## src/sv/pet_pkg.sv

```systemverilog
package pet_pkg;

   localparam int PIX_BITS    = 8;
   localparam int WIDTH_BITS  = 11;
   localparam int HEIGHT_BITS = 13;
   localparam int THR_BITS    = 8;
   localparam int SUM_BITS    = 10;   // sum of three pixels
   localparam int DIFF_BITS   = 9;    // signed bottom minus top
   localparam int GRAD_BITS   = 11;   // signed gradient, |g| <= 765
   localparam int SQ_BITS     = 20;   // g*g <= 585225
   localparam int MIN_DIM     = 3;

   localparam logic [WIDTH_BITS-1:0]  WIDTH_RESET  = 11'd640;
   localparam logic [HEIGHT_BITS-1:0] HEIGHT_RESET = 13'd480;
   localparam logic [THR_BITS-1:0]    THR_RESET    = 8'd100;

   localparam logic [PIX_BITS-1:0] EDGE_ON  = 8'd255;
   localparam logic [PIX_BITS-1:0] EDGE_OFF = 8'd0;

   // register indexes on the csr port, byte address 4*index
   localparam logic [1:0] REG_IMAGE_WIDTH    = 2'd0;
   localparam logic [1:0] REG_IMAGE_HEIGHT   = 2'd1;
   localparam logic [1:0] REG_EDGE_THRESHOLD = 2'd2;

   typedef logic [PIX_BITS-1:0] pixel_type;

   typedef struct packed {
      pixel_type top;
      pixel_type mid;
      pixel_type bot;
   } column_type;

   typedef struct packed {
      logic [WIDTH_BITS-1:0]  image_width;
      logic [HEIGHT_BITS-1:0] image_height;
      logic [THR_BITS-1:0]    edge_threshold;
   } cfg_type;

endpackage

```

## src/sv/pet_cell.sv

```systemverilog
// One window column: holds three pixels plus their column sum and the
// bottom-minus-top difference, and hands the column to its neighbor.
module pet_cell (
   input  logic                                  clock,
   input  logic                                  reset,
   input  logic                                  shift,
   input  pet_pkg::column_type                   col_in,
   output pet_pkg::column_type                   col_out,
   output logic [pet_pkg::SUM_BITS-1:0]          sum_out,
   output logic signed [pet_pkg::DIFF_BITS-1:0]  diff_out
);

   pet_pkg::column_type                  col_ff;
   logic [pet_pkg::SUM_BITS-1:0]         sum_ff, sum_in;
   logic signed [pet_pkg::DIFF_BITS-1:0] diff_ff, diff_in;

   always_comb begin
      sum_in  = pet_pkg::SUM_BITS'(col_in.top) + pet_pkg::SUM_BITS'(col_in.mid)
              + pet_pkg::SUM_BITS'(col_in.bot);
      diff_in = $signed({1'b0, col_in.bot}) - $signed({1'b0, col_in.top});
   end

   always_ff @(posedge clock) begin
      if (reset) begin
         col_ff  <= '0;
         sum_ff  <= '0;
         diff_ff <= '0;
      end else if (shift) begin
         col_ff  <= col_in;
         sum_ff  <= sum_in;
         diff_ff <= diff_in;
      end
   end

   assign col_out  = col_ff;
   assign sum_out  = sum_ff;
   assign diff_out = diff_ff;

endmodule

```

## config.mk

```make
export PLATFORM = sky130hd
export DESIGN_NAME = pet_cell
export DESIGN_NICKNAME = d
export VERILOG_FILES = /design/src/sv/pet_pkg.sv /design/src/sv/pet_cell.sv
export SDC_FILE = /design/constraint.sdc
export NUM_CORES = 1
export LEC_CHECK = 0
export BUFFER_PORTS_ARGS = -buffer_cell sky130_fd_sc_hd__clkbuf_2
export CORE_MARGIN = 8
export CORE_UTILIZATION = 51
export CTS_BUF_LIST = sky130_fd_sc_hd__clkbuf_8 sky130_fd_sc_hd__clkbuf_16
export DETAILED_ROUTE_END_ITERATION = 8
export PLACE_DENSITY_LB_ADDON = 0.1
export SLEW_MARGIN = 20
export SYNTH_ARGS = -nofsm -noshare
export SYNTH_HDL_FRONTEND = slang
export SYNTH_SLANG_ARGS = --single-unit
```

## constraint.sdc

```tcl
create_clock -name clock -period 3.6 [get_ports clock]
set_input_delay 0.9 -clock clock [delete_from_list [all_inputs] [get_ports clock]]
set_output_delay 0.9 -clock clock [all_outputs]
set_load 0.01 [all_outputs]
```

Word-level counts from Yosys, hierarchy flattened --
Index checks and enable logic that the tools add are counted.
Operators by class: add/subtract/negate cells 3
Operator list (count):
- $add 9x8->10 | 1
- $add 8x8->9 | 1
- $sub 8x8->9 | 1
Word-level totals: flip-flop bits (word level) 43, output and inout port bits 43

Logic depth before layout (Yosys ltp) --
depth in word-level cells 2, gate-level depth with buffers 10

Worst setup path after synthesis --
No wires, ideal clock.
kind input to register, from in col_in[1] in the netlist's numbering, to reg sum_ff (netlist bit sum_out[7]), library setup time 0.128 ns, arrival time 2.849 ns, setup slack 0.623 ns, stages 8, path buffers 0, cells stage by stage fa_1 > ha_1 > fa_1 > a211o_2 > o211ai_1 > nand2b_1 > a211oi_1 > o41ai_1
Between the ends: word-level cells in the longest chain between the ends 1
RTL lines:
- from (decl) | RTL line pet_cell.sv:7 | input pet_pkg::column_type col_in,
- $add 9x8->10 | RTL line pet_cell.sv:19 | + pet_pkg::SUM_BITS'(col_in.bot);
- to (signal assigned) | RTL line pet_cell.sv:30 | sum_ff <= sum_in;
- to (decl) | RTL line pet_cell.sv:14 | logic [pet_pkg::SUM_BITS-1:0] sum_ff, sum_in;
No other way between the ends. A chain may end at the register's enable or synchronous reset.

Worst setup path after layout --
Same ends and word-level chain as after synthesis.

==> results.md <==
* Mean Syn Cell Area at 9.573 um^2
* Crit Path Max Fanout at 4
* Final hold vios at 0
* Final HPWL DP at 4.141 mm
* Initial antenna violation count at 0
* IO Port Bufs at 69
* CTS Buf Count at 5
* Synthesis-stage register bit count at 43
* Drt pass-1 iters at 4
* Leakage power at 1.415 nW
* Ys Warns at 0
* Worst setup SP type: input pin
* # rows at 24
* Mapped Cells at 241
* Die ar. at 0.006932 mm^2
* Crit path top cell by count: fa_1
* Number of global-route vias before repair at 1917
* Synth area leaders: dfxtp_1 (37%), mux2i_1 (12%), fa_1 (8.7%)
* Seq/Total Area, Yosys at 37.31%
* PostCTS Resize Cnt at 0
* Critical path's largest stage delay at 0.48 ns
* Slowest-stage cell, CP: fa_1
* Pin count of the biggest net entering global routing at 46
* Minimum clock period after layout at 2.961 ns
* Starting Density at 52.99%
* Yosys cell types at 41
* Total Wirelength at 5.310 mm
* I/O pin count at 70
* Cell family with most CP delay: adder cells
* Worst hold slack at 0.4609 ns
* Net count, final at 360
* Drt initial violations at 107
* Clock buffer depth at 2
* Layout cells sized above 1 at 27.18%
* Switching power at 0.0003696 W
* Fmax at 337.7 MHz
* Sequential Power Share at 44.5%
* Clock Root Buffer: clkbuf_8
* Syn_nets at 293
* Placer congestion estimate at 0.8205
* Postcts setup bufs at 0
* Outcome: finished clean
* Worst IR Drop VDD at 0.2151 mV
* DRT antenna net count at 0
* Synthesis-to-layout area growth at 20.72%
* Area leader, netlist: dfxtp_1
* Clk_skew at 0 ns
* Critical Path AT at 3.12 ns
* Async S/R FF share, synth at 0%
* H-tree depth at 2
* CP Cell Sequence: clkbuf_2 -> fa_1 -> ha_1 -> fa_1 -> a211o_2 -> o211ai_1 -> nand2b_1 -> a211oi_1 -> o41ai_1
* Slew Limit Headroom at 56.46%
* Actual slew at the worst max-slew pin at 0.6531 ns
* Setup TNS at 0 ns
* DR vias at 1909
* Combinational power share at 27.9%
* Global-route wire length before repair at 9.239 mm
* Die Width at 83.26 um
* Clock power frac at 27.6%
* Fin crit share at 82.26%
* Wire per inst at 14.71 um
* Post-synth EDFFs at 0
* Top-area cell type share of the netlist area at 37.31%
* Detailed-route DRC error count at 0
* Top_reg_cell synth: dfxtp_1
* Average via count per standard cell at 5.288
* Critical Path RT at 3.76 ns
* CP Capture Type: register
* Die span in y at 83.26 um
* Crit path buffers/inverters at 1
* Total congestion overflow at 0
* Critical path class: in2reg
* Worst-Skew Late Latency at 0.29 ns
* CTS tree: done
* Internal power at 0.0008397 W
* HP Class: reg2reg
* Cts hold-fix bufs at 0
* Max cap viols at 0
* ANT cells at 0
* CORE AREA at 0.004354 mm^2
* Slew Viols, Final at 0
* RSZ-0062 raised after global routing: no
* Clock-pin slew on the worst setup and hold paths at 0.08 ns
* Synthesized cell area at 0.002307 mm^2
* Pwr dens at 434.2 mW/mm^2
* Final setup vio count at 0
* All-layer global routing usage at 15.82%
* CTS Sinks at 43
* Net Sw Frac at 30.57%
## layer usage
metal  share of wire, %  vias up  track usage, %
met2                 41       55           22.63
met5                  0        -               0
li1                   -      980               -
met3                7.9        7           6.738
met1                 50      867           21.19
met4                1.1        0           3.834
## synth_stat cells (all sizes together), types with 2 or more instances
cell type,number
buf,8
o21ai,6
nand2b,2
a21o,4
and3,2
and4,2
xnor2,3
nand2,5
o211ai,3
a21oi,9
nand3,3
fa,10
nand4,2
nor2,42
mux2i,28
or4,2
nor3,4
nor4,2
a31oi,3
ha,15
dfxtp,43
inv,16
a211oi,9
clkbuf,3
a211o,3
## per-stage QoR
stage | setup WS [ns] | cells | utilization (%) | instance area [um^2] | power [W]
floorplan | 0.6232 | 241 | - | 2307 | 0.0007765
global placement | 0.3903 | 353 | 61.67 | 2685 | 0.0008832
detailed placement | 0.3338 | 353 | 61.67 | 2685 | 0.0008876
CTS | 0.6456 | 361 | 63.97 | 2785 | 0.001223
global route | 0.5036 | 361 | 63.97 | 2785 | 0.001290
finish | 0.6386 | 361 | 63.97 | 2785 | 0.001209
## worst reg2reg max path, delay by kind of cell, from the launching register on
family,cells,cell delay [ns]
AO/OA/AOI/OAI,1,0.26
AND/OR/NAND/NOR,1,0.15
flip-flops,1,0.31
## logic make-up (layout without fill, tap and decap cells)
kind of cell	after synthesis	after routing	share of synthesized area (%)
multiplexers	28	28	12.15
AO/OA/AOI/OAI	44	44	13.56
XOR/XNOR	4	4	1.519
buffers and inverters	28	96	4.826
flip-flops	43	43	37.31
AND/OR/NAND/NOR	69	69	13.83
adder cells (fa/ha/maj)	25	25	16.81
## layout make-up
cell class | count | area (um^2)
fill | 391 | 1569
multi-input combinational | 170 | 1335
sequential | 43 | 860.8
timing repair buffer | 71 | 360.3
clock buffer | 7 | 96.34
tap | 52 | 65.06
inverter | 17 | 63.81
clock inverter | 1 | 3.754
## worst paths after layout
kind	startpoint	endpoint	slack [ns]	depth (start not counted)
worst max-delay path	col_in[1]	sum_out[7]$_SDFFE_PP0P_	0.64	9
worst min-delay path	diff_out[8]$_SDFFE_PP0P_	diff_out[8]$_SDFFE_PP0P_	0.46	2
worst max register to register	diff_out[7]$_SDFFE_PP0P_	diff_out[7]$_SDFFE_PP0P_	2.77	2
worst min register to register	diff_out[8]$_SDFFE_PP0P_	diff_out[8]$_SDFFE_PP0P_	0.46	2
## registers in the layout, indices dropped and copies added, names as in the netlist
signal / count
col_out: 24
sum_out: 10
diff_out: 9
## power groups by stage
| stage | sequential (W) | clock (W) | combinational [W] |
|---|---|---|---|
| floorplan | 0.000567 | 0 | 0.000210 |
| global route | 0.000543 | 0.000364 | 0.000383 |
| detailed placement | 0.000549 | 0 | 0.000339 |
| finish | 0.000538 | 0.000334 | 0.000337 |
| CTS | 0.000538 | 0.000345 | 0.000340 |
| global placement | 0.000548 | 0 | 0.000335 |
## cell usage in the layout, fill, tap and decap left out, types with 2 or more instances in the layout
cell | synthesis | layout
o211ai_1 | 3 | 3
a211o_2 | 2 | 2
mux2i_1 | 28 | 28
o21ai_0 | 6 | 6
nand2_1 | 5 | 5
a21oi_1 | 9 | 9
a31oi_1 | 3 | 3
clkbuf_8 | 0 | 7
nand4_1 | 2 | 2
nand2b_1 | 2 | 2
a211oi_1 | 8 | 8
nand3_1 | 3 | 3
and3_1 | 2 | 2
xnor2_1 | 3 | 3
nor2_1 | 42 | 42
a21o_1 | 4 | 4
inv_1 | 16 | 17
and4_1 | 2 | 2
nor4_1 | 2 | 2
buf_4 | 0 | 2
fa_1 | 10 | 10
dfxtp_1 | 43 | 43
clkbuf_2 | 0 | 69
ha_1 | 15 | 15
nor3_1 | 4 | 4
No activity file was read; power rests on OpenSTA's default activity.
