--- src/sv/pet_pkg.sv ---
package pet_pkg;

   localparam int PIX_BITS    = 8;
   localparam int WIDTH_BITS  = 11;
   localparam int HEIGHT_BITS = 13;
   localparam int THR_BITS    = 8;
   localparam int SUM_BITS    = 10;   // sum of three pixels
   localparam int DIFF_BITS   = 9;    // signed bottom minus top
   localparam int GRAD_BITS   = 11;   // signed gradient, |g| <= 765
   localparam int SQ_BITS     = 20;   // g*g <= 585225
   localparam int MIN_DIM     = 3;

   localparam logic [WIDTH_BITS-1:0]  WIDTH_RESET  = 11'd640;
   localparam logic [HEIGHT_BITS-1:0] HEIGHT_RESET = 13'd480;
   localparam logic [THR_BITS-1:0]    THR_RESET    = 8'd100;

   localparam logic [PIX_BITS-1:0] EDGE_ON  = 8'd255;
   localparam logic [PIX_BITS-1:0] EDGE_OFF = 8'd0;

   // register indexes on the csr port, byte address 4*index
   localparam logic [1:0] REG_IMAGE_WIDTH    = 2'd0;
   localparam logic [1:0] REG_IMAGE_HEIGHT   = 2'd1;
   localparam logic [1:0] REG_EDGE_THRESHOLD = 2'd2;

   typedef logic [PIX_BITS-1:0] pixel_type;

   typedef struct packed {
      pixel_type top;
      pixel_type mid;
      pixel_type bot;
   } column_type;

   typedef struct packed {
      logic [WIDTH_BITS-1:0]  image_width;
      logic [HEIGHT_BITS-1:0] image_height;
      logic [THR_BITS-1:0]    edge_threshold;
   } cfg_type;

endpackage

--- src/sv/pet_csr.sv ---
module pet_csr (
   input  logic                clock,
   input  logic                reset,
   input  logic                csr_psel,
   input  logic                csr_penable,
   input  logic                csr_pwrite,
   input  logic [3:0]          csr_paddr,
   input  logic [31:0]         csr_pwdata,
   output logic [31:0]         csr_prdata,
   output logic                csr_pready,
   output pet_pkg::cfg_type    cfg
);

   pet_pkg::cfg_type cfg_ff;
   logic [1:0]       index;
   logic             wr_en;

   assign index      = csr_paddr[3:2];
   assign csr_pready = 1'b1;
   assign wr_en      = csr_psel & csr_penable & csr_pwrite & csr_pready;

   always_ff @(posedge clock) begin
      if (reset) begin
         cfg_ff.image_width    <= pet_pkg::WIDTH_RESET;
         cfg_ff.image_height   <= pet_pkg::HEIGHT_RESET;
         cfg_ff.edge_threshold <= pet_pkg::THR_RESET;
      end else if (wr_en) begin
         unique case (index)
            pet_pkg::REG_IMAGE_WIDTH: begin
               cfg_ff.image_width <= csr_pwdata[pet_pkg::WIDTH_BITS-1:0];
            end
            pet_pkg::REG_IMAGE_HEIGHT: begin
               cfg_ff.image_height <= csr_pwdata[pet_pkg::HEIGHT_BITS-1:0];
            end
            pet_pkg::REG_EDGE_THRESHOLD: begin
               cfg_ff.edge_threshold <= csr_pwdata[pet_pkg::THR_BITS-1:0];
            end
            default: begin
            end
         endcase
      end
   end

   always_comb begin
      unique case (index)
         pet_pkg::REG_IMAGE_WIDTH:    csr_prdata = 32'(cfg_ff.image_width);
         pet_pkg::REG_IMAGE_HEIGHT:   csr_prdata = 32'(cfg_ff.image_height);
         pet_pkg::REG_EDGE_THRESHOLD: csr_prdata = 32'(cfg_ff.edge_threshold);
         default:                     csr_prdata = '0;
      endcase
   end

   assign cfg = cfg_ff;

endmodule

--- config.mk ---
export PLATFORM = sky130hd
export DESIGN_NAME = pet_csr
export DESIGN_NICKNAME = d
export VERILOG_FILES = /design/src/sv/pet_pkg.sv /design/src/sv/pet_csr.sv
export SDC_FILE = /design/constraint.sdc
export NUM_CORES = 1
export LEC_CHECK = 0
export ABC_CLOCK_PERIOD_IN_PS = 1100
export BUFFER_PORTS_ARGS = -buffer_cell sky130_fd_sc_hd__buf_2
export CAP_MARGIN = 20
export CORE_AREA = 8 8 72 74
export CTS_BUF_LIST = sky130_fd_sc_hd__clkbuf_8
export DETAILED_ROUTE_END_ITERATION = 10
export DIE_AREA = 0 0 80 82
export GPL_TIMING_DRIVEN = 0
export PLACE_DENSITY = 0.8
export RECOVER_POWER = 25
export SLEW_MARGIN = 20
export SYNTH_ARGS = -nofsm -noshare
export SYNTH_HDL_FRONTEND = slang
export SYNTH_SLANG_ARGS = --single-unit
--- constraint.sdc ---
create_clock -name clock -period 1.1 [get_ports clock]
set_input_delay 0.055 -clock clock [delete_from_list [all_inputs] [get_ports clock]]
set_output_delay 0.055 -clock clock [all_outputs]
set_load 0.005 [all_outputs]
# --- Word-level counts from Yosys, hierarchy flattened ---
# Index checks and enable logic that the tools add are counted.
word_totals:
  regBits: 32
  inputBits: 41
  out_inout_bits: 65
  word_cells: 12
op_classes:
  n_eq_ne: 2
  n_mux: 1
  n_bitwise: 2
  n_reduce_logical: 4
op_table:
  columns: ["operator", "count"]
  rows:
  - ["$pmux W13 S3", 1]
  - ["$reduce_and A2 Y1", 3]
  - ["$and A1 B1 Y1", 2]
  - ["$eq A2 B1 Y1 const B", 1]
  - ["$eq A2 B2 Y1 const B", 1]
  - ["$logic_not A2 Y1", 1]

# --- Longest topological paths before layout ---
# Gate-level depths: netlist of the first run.
depth:
  word_depth: 3
  mapped_depth: 5
  ltp_nobuf: 3

# --- Worst setup path before layout of the first run ---
# OpenSTA, ideal clock, no wires.
synth_timing:
  path_kind: "in2reg"
  startpoint: "in csr_paddr[2]"
  endpoint: "reg cfg_ff, in the netlist cfg[11]"
  setup_time_ps: 72
  t_arrival_ps: 876
  required_ps: 1028
  setup_slack_ps: 152
  path_stages: 4
  n_path_buf: 2
  path_cell_list: "clkbuf_2 nor3b_4 buf_6 mux2i_1"
synth_between:
  elab_chain_cells: 2
synth_rtl:
  columns: ["item", "line_no", "source"]
  rows:
  - ["start: declaration", "pet_csr.sv:7", "input logic [3:0] csr_paddr,"]
  - ["$eq A2 B1 Y1", "pet_csr.sv:28", "unique case (index)"]
  - ["$reduce_and A2 Y1 (no source line)", null, null]
  - ["end: declaration", "pet_csr.sv:14", "pet_pkg::cfg_type cfg_ff;"]
# No other way between the ends.
# A chain may end at the register's enable or synchronous reset.

# --- Final worst setup path of the first run ---
layout_timing:
  startpoint: "in csr_pwrite"
  endpoint: "reg cfg_ff, in the netlist cfg[17]"
layout_between:
  elab_chain_cells: 2
layout_rtl:
  columns: ["item", "line_no", "source"]
  rows:
  - ["start: declaration", "pet_csr.sv:6", "input logic csr_pwrite,"]
  - ["$and A1 B1 Y1", "pet_csr.sv:20", "assign wr_en = csr_psel & csr_penable & csr_pwrite & csr_pready;"]
  - ["$reduce_and A2 Y1 (no source line)", null, null]
# No other way between the ends.

==> run metrics, run 1 <==
status complete, no violations; Adder-Cell Fraction of Synth Area 0%; Slowest Stage Delay on Critical Path 0.40 ns; clk buf depth 2; period utilisation layout 94.1%; die area 6560 um2; Largest register FFs 32; Syn Area/Cell 9.30 um2; number of I/O pins 106; synthesized area 1760 um2; WP data arrival 1.24 ns; CP Cell Sequence buf_2 > nand3_1 > nor3b_4 > buf_6 > mux2i_1; clk_lat worst skew 0.28 ns; CP max FO 10; Max VDD drop 0.683 mV; core area 4140 um2; kind of start point of the critical path input pin; slowest cell on the critical path nor3b_4; YS warnings 0; kind of critical path in2reg; GP Congestion 0.684; DRC viols 0; GRT overflow 0; Simple-Gate Fraction of Synth Area 24.0%; Vias/cell 4.50; commonest non-fill, non-tap cells in the layout 63 x buf_2, 43 x mux2i_1, 36 x nand2b_1; CTS Buf Count 5; # diodes 0; Pleak 1.16 nW; post-synthesis cell count 189; post-DP HPWL 3640 um; initial antenna violation count 0; I/O Buffers 62; CTS tree yes; RSZ-0062 raised after global routing no; Worst setup EP type flop; Layout Skew 0 ns; Die W 80 um; Avg WL per Cell 14.7 um; final worst slack 0.0654 ns; Worst-path clk slew 0.06 ns; max_cap viols 0; Starting Density 42.4%; fin crit period 1.03 ns; H-tree Lvls 2; Slew Viols, Final 0; worst min-delay path category in2reg; Pre-antenna DRT Iters 4; post-synthesis sequential area ratio 36.4%; num rows 24; GRT Overall Usage 15.0%; CTS Sinks 32; Final Hold Vio Count 0; pre-CTS WS -0.147 ns; Compound-Gate Fraction of Synth Area 2.28%; largest family of logic cells by synthesized area multiplexers; slew of the pin with the lowest slew margin 0.546 ns; CP Data Required Time 1.31 ns; Post-Route WL 4830 um; Filler Cell Count 400; root buf cell clkbuf_8; Hold Slack 0.0290 ns; share of layout cells above drive strength 1 38.3%; mux cell area share after synthesis 24.5%; DR iter-0 viols 61; endpoints failing setup 0; Slew headroom 63.4%; antenna-violating nets left 0; Synth Register Bits 32; Nets 317; Area Overhead vs Synth 30.5%; vias in the first global route 1,497; Worst Path Buf+Inv 2; CP top delay family simple AND/OR/NAND/NOR gates; Overall Power 0.00243 W; maximum clock frequency 967 MHz; first-pass GRT wire length 7510 um; commonest non-fill, non-tap cell in the layout buf_2; Synth Area in XOR/XNOR 0%; cell area power density 1060 nW/um2; Die H 82 um; post-CTS setup buffer count 0; pin count of the biggest net entering global routing 11; DR vias 1,482; post-synth cell types 20
==> routing by layer <==
layer / up-vias / global-route usage, % / wire (um)
met5: - / 0 / 0
met3: 6 / 6.56 / 492
li1: 754 / - / -
met2: 52 / 25.9 / 2230
met1: 670 / 16.4 / 2050
met4: 0 / 4.36 / 58
==> through the flow <==
stage                     cell area, um2  instances  TNS (ns)  util [%]
final                               2290        329         0      55.3
after global routing                2290        329         0      55.3
after CTS                           2290        329         0      55.4
after detailed placement            2200        321     -2.05      53.1
after global placement              2200        321     -1.18      53.1
after floorplan                     1830        207         0         -
==> cell usage after synthesis, drive strengths merged <==
| master | count | area (um2) |
|---|---|---|
| mux2i | 43 | 430 |
| nand2b | 36 | 225 |
| dfxtp | 32 | 641 |
| buf | 25 | 190 |
| nor2 | 18 | 67.6 |
| nand2 | 8 | 30.0 |
| o21ai | 8 | 40.0 |
| clkbuf | 7 | 27.5 |
| and2 | 2 | 12.5 |
| conb | 2 | 7.51 |
| nor2b | 2 | 12.5 |
| nor3b | 2 | 26.3 |
| nand3 | 1 | 10.0 |
| nand4 | 1 | 21.3 |
| nor3 | 1 | 10.0 |
| or3 | 1 | 6.26 |
==> repair_timing <==
| action | in CTS | in global routing |
|---|---|---|
| endpoints found under the setup margin | 8 | 8 |
| gates resized for setup | 2 | 14 |
| pin swaps | 0 | 0 |
| hold buffers | 0 | 0 |
==> final timing paths <==
path	start	endpoint	slack (ns)	depth (start not counted)
worst max-delay path	csr_pwrite	cfg[17]	0.07	5
worst max register to register	cfg[30]	cfg[30]	0.46	2
worst min-delay path	csr_pwdata[12]	cfg[20]	0.03	3
worst min register to register	cfg[10]	cfg[10]	0.48	2
==> final cells by class <==
type / count / area, um2 / area share, %
well taps: 52 / 65.1 / 2.84
clock inverters: 2 / 7.51 / 0.327
flip-flops and latches: 32 / 651 / 28.4
multi-input cells: 143 / 962 / 42.0
clock buffers: 6 / 82.6 / 3.60
plain buffers: 32 / 215 / 9.38
repair buffers: 62 / 310 / 13.5
==> cells by family after synthesis <==
logic type	Yosys count
other cells	2
mux	43
flops	32
compound gates	8
simple gates	72
buf+inv	32
==> power by group <==
group          leakage (nW)  internal (W)  switching, W  total [W]
sequential            0.261       0.00117     0.0000111    0.00119
combinational         0.841      0.000166      0.000168   0.000334
clock                0.0538      0.000491      0.000419   0.000910
total                  1.16       0.00183      0.000599    0.00243
==> worst min-delay path, cell delays in order <==
cell	delay, ns
buf_2	0.10
nand2b_1	0.06
mux2i_1	0.06
No activity file was read; power rests on OpenSTA's default activity.
==> run 2, diff against run 1 <==
--- a/config.mk
+++ b/config.mk
@@ -13,6 +13,7 @@
 export DETAILED_ROUTE_END_ITERATION = 10
 export DIE_AREA = 0 0 80 82
 export GPL_TIMING_DRIVEN = 0
+export HOLD_SLACK_MARGIN = 0.06
 export PLACE_DENSITY = 0.8
 export RECOVER_POWER = 25
 export SLEW_MARGIN = 20
==> run metrics, run 2 (synthesis results as in run 1) <==
status complete, no violations; Worst R2R Start cfg[30]; post-DP HPWL 3640 um (unchanged); Pre-antenna DRT Iters 4 (unchanged); max_cap viols 0 (unchanged); GRT Overall Usage 15.5% (+0.50 points); period utilisation layout 94.5% (+0.42 points); vias in the first global route 1,546 (+3.3%); Area Overhead vs Synth 35.8%; DR vias 1,529 (+3.2%); H-tree Lvls 2 (unchanged); root buf cell clkbuf_8; Post-DP Area 2200 um2 (unchanged); Reg2Reg Setup Slack 0.46 ns (about the same); Filler Cell Count 390 (-2.5%); Avg WL per Cell 14.8 um (+0.91%); num rows 24 (unchanged); kind of start point of the critical path flop; number of I/O pins 106 (unchanged); Worst setup EP type output pin; Layout Skew 0 ns (unchanged); first-pass GRT wire length 7790 um (+3.7%); Starting Density 42.4% (unchanged); CTS Buf Count 5 (unchanged); # diodes 0 (unchanged); DR iter-0 viols 70 (+15%); worst hold stages 3 (unchanged); GRT overflow 0 (unchanged); slew of the pin with the lowest slew margin 0.555 ns (+0.00934 ns); initial antenna violation count 0 (unchanged); cell area power density 1030 nW/um2 (-3.0%); crit path to csr_prdata[0]; Nets 326 (+2.8%); Worst-path clk slew 0.06 ns (about the same); post-CTS setup buffer count 0 (unchanged); worst min-delay path category in2reg; Finished Cell Area 2390 um2 (+4.1%); Final Hold Vio Count 0 (unchanged); Post-Route WL 5000 um (+3.7%); Slew Viols, Final 0 (unchanged); Final Core Density 57.6% (+2.3 points); fin crit period 1.04 ns (+0.00463 ns); CP Data Required Time 1.04 ns (-0.27 ns); crit path from cfg[8]; CP max FO 3 (-7); RSZ-0062 raised after global routing no; clk buf depth 2 (unchanged); pre-CTS WS -0.147 ns (unchanged); die area 6560 um2 (unchanged); core area 4140 um2 (unchanged); CTS Sinks 32 (unchanged); CTS tree yes; share of layout cells above drive strength 1 38.1% (-0.16 points); Largest register FFs 32 (unchanged); maximum clock frequency 962 MHz (-0.45%); DRC viols 0 (unchanged); R2R Path End cfg[30]; Die W 80 um (unchanged); kind of critical path reg2out; Slew headroom 62.8% (-0.63 points); Vias/cell 4.52 (+0.42%); Pleak 1.19 nW (+3.3%); Max VDD drop 0.697 mV (+2.0%); commonest non-fill, non-tap cell in the layout buf_2; final worst slack 0.0608 ns (-0.00463 ns); clk_lat worst skew 0.28 ns (about the same); endpoints failing setup 0 (unchanged); commonest non-fill, non-tap cells in the layout 63 x buf_2, 43 x mux2i_1, 36 x nand2b_1; pin count of the biggest net entering global routing 11 (unchanged); GP Congestion 0.684 (unchanged); antenna-violating nets left 0 (unchanged); WP data arrival 0.98 ns (-0.26 ns); r2r worst-path depth 2 (unchanged); Die H 82 um (unchanged); I/O Buffers 62 (unchanged)
-- run 2: metrics by stage --
step	TNS, ns	power [W]	hold slack, ns	cells
2_1_floorplan	0	0.00143	0.210	207
3_3_place_gp	-1.18	0.00154	0.316	321
3_5_place_dp	-2.05	0.00154	0.329	321
4_1_cts	0	0.00248	0.0895	338
5_1_grt	0	0.00258	0.118	338
6_report	0	0.00245	0.0925	338
-- run 2: timing repair --
item,in CTS,in global routing
setup endpoints to repair,8,8
endpoints found under the hold margin,13,0
hold buffers,9,0
gates resized for setup,2,16
-- run 2: critical path: stages (launching register included) --
cell and delay (ns):
dfxtp_2 0.34, mux2i_1 0.07, o21ai_1 0.15, buf_2 0.14
-- run 2: power by group --
group          switching [W]  total, W  internal [W]
combinational       0.000173  0.000360      0.000187
sequential         0.0000112   0.00119       0.00117
clock               0.000418  0.000909      0.000491
-- run 2: worst min-delay path by stage --
stage | from | slack, ns | endpoint
final | csr_pwdata[4] | 0.09 | cfg[4]
after global routing | csr_pwdata[1] | 0.12 | cfg[22]
after CTS | csr_pwdata[4] | 0.09 | cfg[4]
after detailed placement | csr_pwdata[11] | 0.33 | cfg[19]
after global placement | csr_pwdata[11] | 0.32 | cfg[19]
after floorplan | csr_pwdata[12] | 0.21 | cfg[20]
-- run 2: layout make-up --
class | count | area (um2) | share of cell area (%)
flip-flops and latches | 32 | 654 | 27.4
repair buffers | 71 | 400 | 16.8
well taps | 52 | 65.1 | 2.73
plain buffers | 32 | 215 | 9.01
clock inverters | 2 | 7.51 | 0.314
multi-input cells | 143 | 962 | 40.3
clock buffers | 6 | 82.6 | 3.46
-- run 2: metal layers --
metal / vias to the layer above / global-route usage, % / routed length (um)
li1: 771 / - / -
met1: 695 / 16.9 / 2090
met3: 7 / 6.13 / 484
met2: 56 / 27.3 / 2370
met5: - / 0 / 0
met4: 0 / 4.36 / 58
==> run 3, diff against run 2 <==
--- a/config.mk
+++ b/config.mk
@@ -5,16 +5,17 @@
 export SDC_FILE = /design/constraint.sdc
 export NUM_CORES = 1
 export LEC_CHECK = 0
+export ABC_AREA = 1
 export ABC_CLOCK_PERIOD_IN_PS = 1100
-export BUFFER_PORTS_ARGS = -buffer_cell sky130_fd_sc_hd__buf_2
 export CAP_MARGIN = 20
-export CORE_AREA = 8 8 72 74
+export CORE_AREA = 2 2 65 67
 export CTS_BUF_LIST = sky130_fd_sc_hd__clkbuf_8
 export DETAILED_ROUTE_END_ITERATION = 10
-export DIE_AREA = 0 0 80 82
+export DIE_AREA = 0 0 67 69
+export DONT_BUFFER_PORTS = 1
 export GPL_TIMING_DRIVEN = 0
 export HOLD_SLACK_MARGIN = 0.06
-export PLACE_DENSITY = 0.8
+export PLACE_DENSITY = 0.57
 export RECOVER_POWER = 25
 export SLEW_MARGIN = 20
 export SYNTH_ARGS = -nofsm -noshare
==> run metrics, run 3 <==
YS warnings 0 (unchanged); status complete, no violations; CP Data Required Time 1.32 ns (+0.28 ns); root buf cell clkbuf_8; CTS Sinks 32 (unchanged); Multi-input gate area 813 um2 (-15%); Final Core Density 54.2% (-3.4 points); top-count cell post-synth nand2_1; number of I/O pins 106 (unchanged); CTS Buf Count 5 (unchanged); first-pass GRT wire length 7410 um (-4.9%); post-synthesis cell count 256 (+35%); Die H 69 um (-16%); period utilisation layout 90.2% (-4.3 points); Layout Skew 0 ns (unchanged); max_cap viols 0 (unchanged); Slew headroom 64.3% (+1.6 points); Largest register FFs 32 (unchanged); Final Hold Vio Count 0 (unchanged); I/O Buffers 0 (-100%); vias in the first global route 1,484 (-4.0%); clk_lat worst skew 0.28 ns (about the same); pin count of the biggest net entering global routing 12 (+1); post_cts resized 0 (-2); Synth Register Bits 32 (unchanged); post-synth top area cell dfxtp_1; DR iter-0 viols 35 (-50%); GRT overflow 0 (unchanged); Worst setup EP type flop; Starting Density 43.2% (+0.77 points); Post-Route WL 4700 um (-6.1%); Commonest cells post-synth 71 x nand2_1, 50 x nor2_1, 40 x nand3_1, 32 x dfxtp_1, 25 x buf_4; DRC viols 0 (unchanged); Area Overhead vs Synth 25.5%; Worst-path clk slew 0.07 ns (about the same); Pleak 1.04 nW (-13%); Synth Flop Type dfxtp_1; Syn Area/Cell 6.60 um2 (-29%); Avg WL per Cell 13.4 um (-9.6%); cell area power density 1270 nW/um2 (+23%); initial antenna violation count 0 (unchanged); Nets 341 (+4.6%); fin crit period 0.992 ns (-0.0472 ns); number of synthesized flops with an enable pin 0 (unchanged); CTS tree yes; RSZ-0062 raised after global routing no; Slew Viols, Final 0 (unchanged); GP Congestion 0.789 (+15%); Filler Cell Count 442 (+13%); post-synthesis sequential area ratio 37.9% (+1.5 points); worst min-delay path category in2reg; kind of critical path in2reg; # diodes 0 (unchanged); post-DP HPWL 3210 um (-12%); share of layout cells above drive strength 1 15.6% (-22 points); Die W 67 um (-16%); Post-synth ARST share 0% (unchanged); H-tree Lvls 2 (unchanged); Pre-antenna DRT Iters 4 (unchanged); CP max FO 10 (+7); Sequential Area 641 um2 (-2.1%); DR vias 1,601 (+4.7%); maximum clock frequency 1010 MHz (+4.8%); clk buf depth 2 (unchanged); core area 3910 um2 (-5.6%); kind of start point of the critical path input pin; main area contributors after synthesis dfxtp_1 38%, nand2_1 16%, nand3_1 12%, buf_4 11%, nor2_1 11%; synthesized area 1690 um2 (-3.8%); post-synth top area share 37.9% (+1.5 points); Vias/cell 4.56 (+0.83%); num rows 23 (-4.2%); commonest non-fill, non-tap cells in the layout 71 x nand2_1, 50 x nor2_1, 40 x nand3_1; die area 4620 um2 (-30%); endpoints failing setup 0 (unchanged); antenna-violating nets left 0 (unchanged); WP data arrival 1.21 ns (+0.23 ns); slew of the pin with the lowest slew margin 0.535 ns (-0.0204 ns); commonest non-fill, non-tap cell in the layout nand2_1; Post-DP Area 1820 um2 (-17%); Finished Cell Area 2120 um2 (-11%); GRT Overall Usage 21.5% (+6.0 points); post-synth cell types 17 (-15%); Max VDD drop 0.674 mV (-3.2%); Setup TNS 0 ns (unchanged)
run 3: changes by cell type after synthesis, moves of 3 or more:
cell,change
nor2_2,+3
nand3_1,+40
inv_1,+17
clkbuf_1,-5
mux2i_1,-43
a22o_1,+3
o21ai_0,-8
buf_4,+4
nor2_1,+32
nand2b_1,-36
nand2_1,+63
run 3: path summary, 6_finish.rpt:
kind,to,cells after the start,slack (ns),from
setup / recovery,cfg[21],7,0.11,csr_paddr[2]
hold / removal,cfg[20],4,0.08,csr_penable
setup reg to reg,cfg[1],2,0.48,cfg[1]
hold reg to reg,cfg[14],2,0.51,cfg[14]
run 3: cell type report:
type | count | share of cell area [%]
plain buffers | 32 | 11.0
clock buffers | 5 | 3.24
clock inverters | 3 | 2.00
inverters | 19 | 3.36
multi-input cells | 191 | 38.3
flip-flops and latches | 32 | 30.2
well taps | 50 | 2.95
repair buffers | 19 | 8.96
run 3: report_power, final:
group / internal [W] / switching, W
logic: 0.000162 / 0.000193
registers: 0.00118 / 0.0000255
clock network: 0.000670 / 0.000457
total: 0.00202 / 0.000676
run 3: per-layer routing:
metal | vias to the layer above | GRT usage, % | part of all wire (%)
li1 | 832 | - | -
met1 | 698 | 27.9 | 44
met2 | 67 | 34.9 | 48
met3 | 4 | 6.53 | 7.6
met4 | 0 | 4.76 | 0.81
met5 | - | 0 | 0
run 3: cells by family (layout without fill, tap and decap cells):
| family | Yosys count | after routing | synth area share [%] |
|---|---|---|---|
| simple gates | 168 | 168 | 42.1 |
| buf+inv | 51 | 78 | 18.0 |
| flops | 32 | 32 | 37.9 |
| compound gates | 3 | 3 | 1.55 |
| other cells | 2 | 20 | 0.444 |
run 3: critical path, stage by stage:
cell and delay (ns):
inv_2 0.05, dlygate4sd3_1 0.56, nand2_1 0.05, nor2_1 0.13
buf_4 0.21, nor2_1 0.05, nor2_1 0.09
run 3: what timing repair did:
action                    in CTS  in global routing
hold endpoints to repair      31                  0
buffers inserted               0                  0
hold buffers                  19                  0
run 3: through the flow:
stage / hold slack [ns] / power, W / std cells / worst slack, ns
floorplan: 0.181 / 0.00147 / 274 / 0.403
CTS: 0.0740 / 0.00272 / 351 / 0.123
detailed placement: 0.188 / 0.00153 / 324 / 0.200
finish: 0.0818 / 0.00269 / 351 / 0.108
global route: 0.0930 / 0.00283 / 351 / 0.00979
global placement: 0.184 / 0.00153 / 324 / 0.212
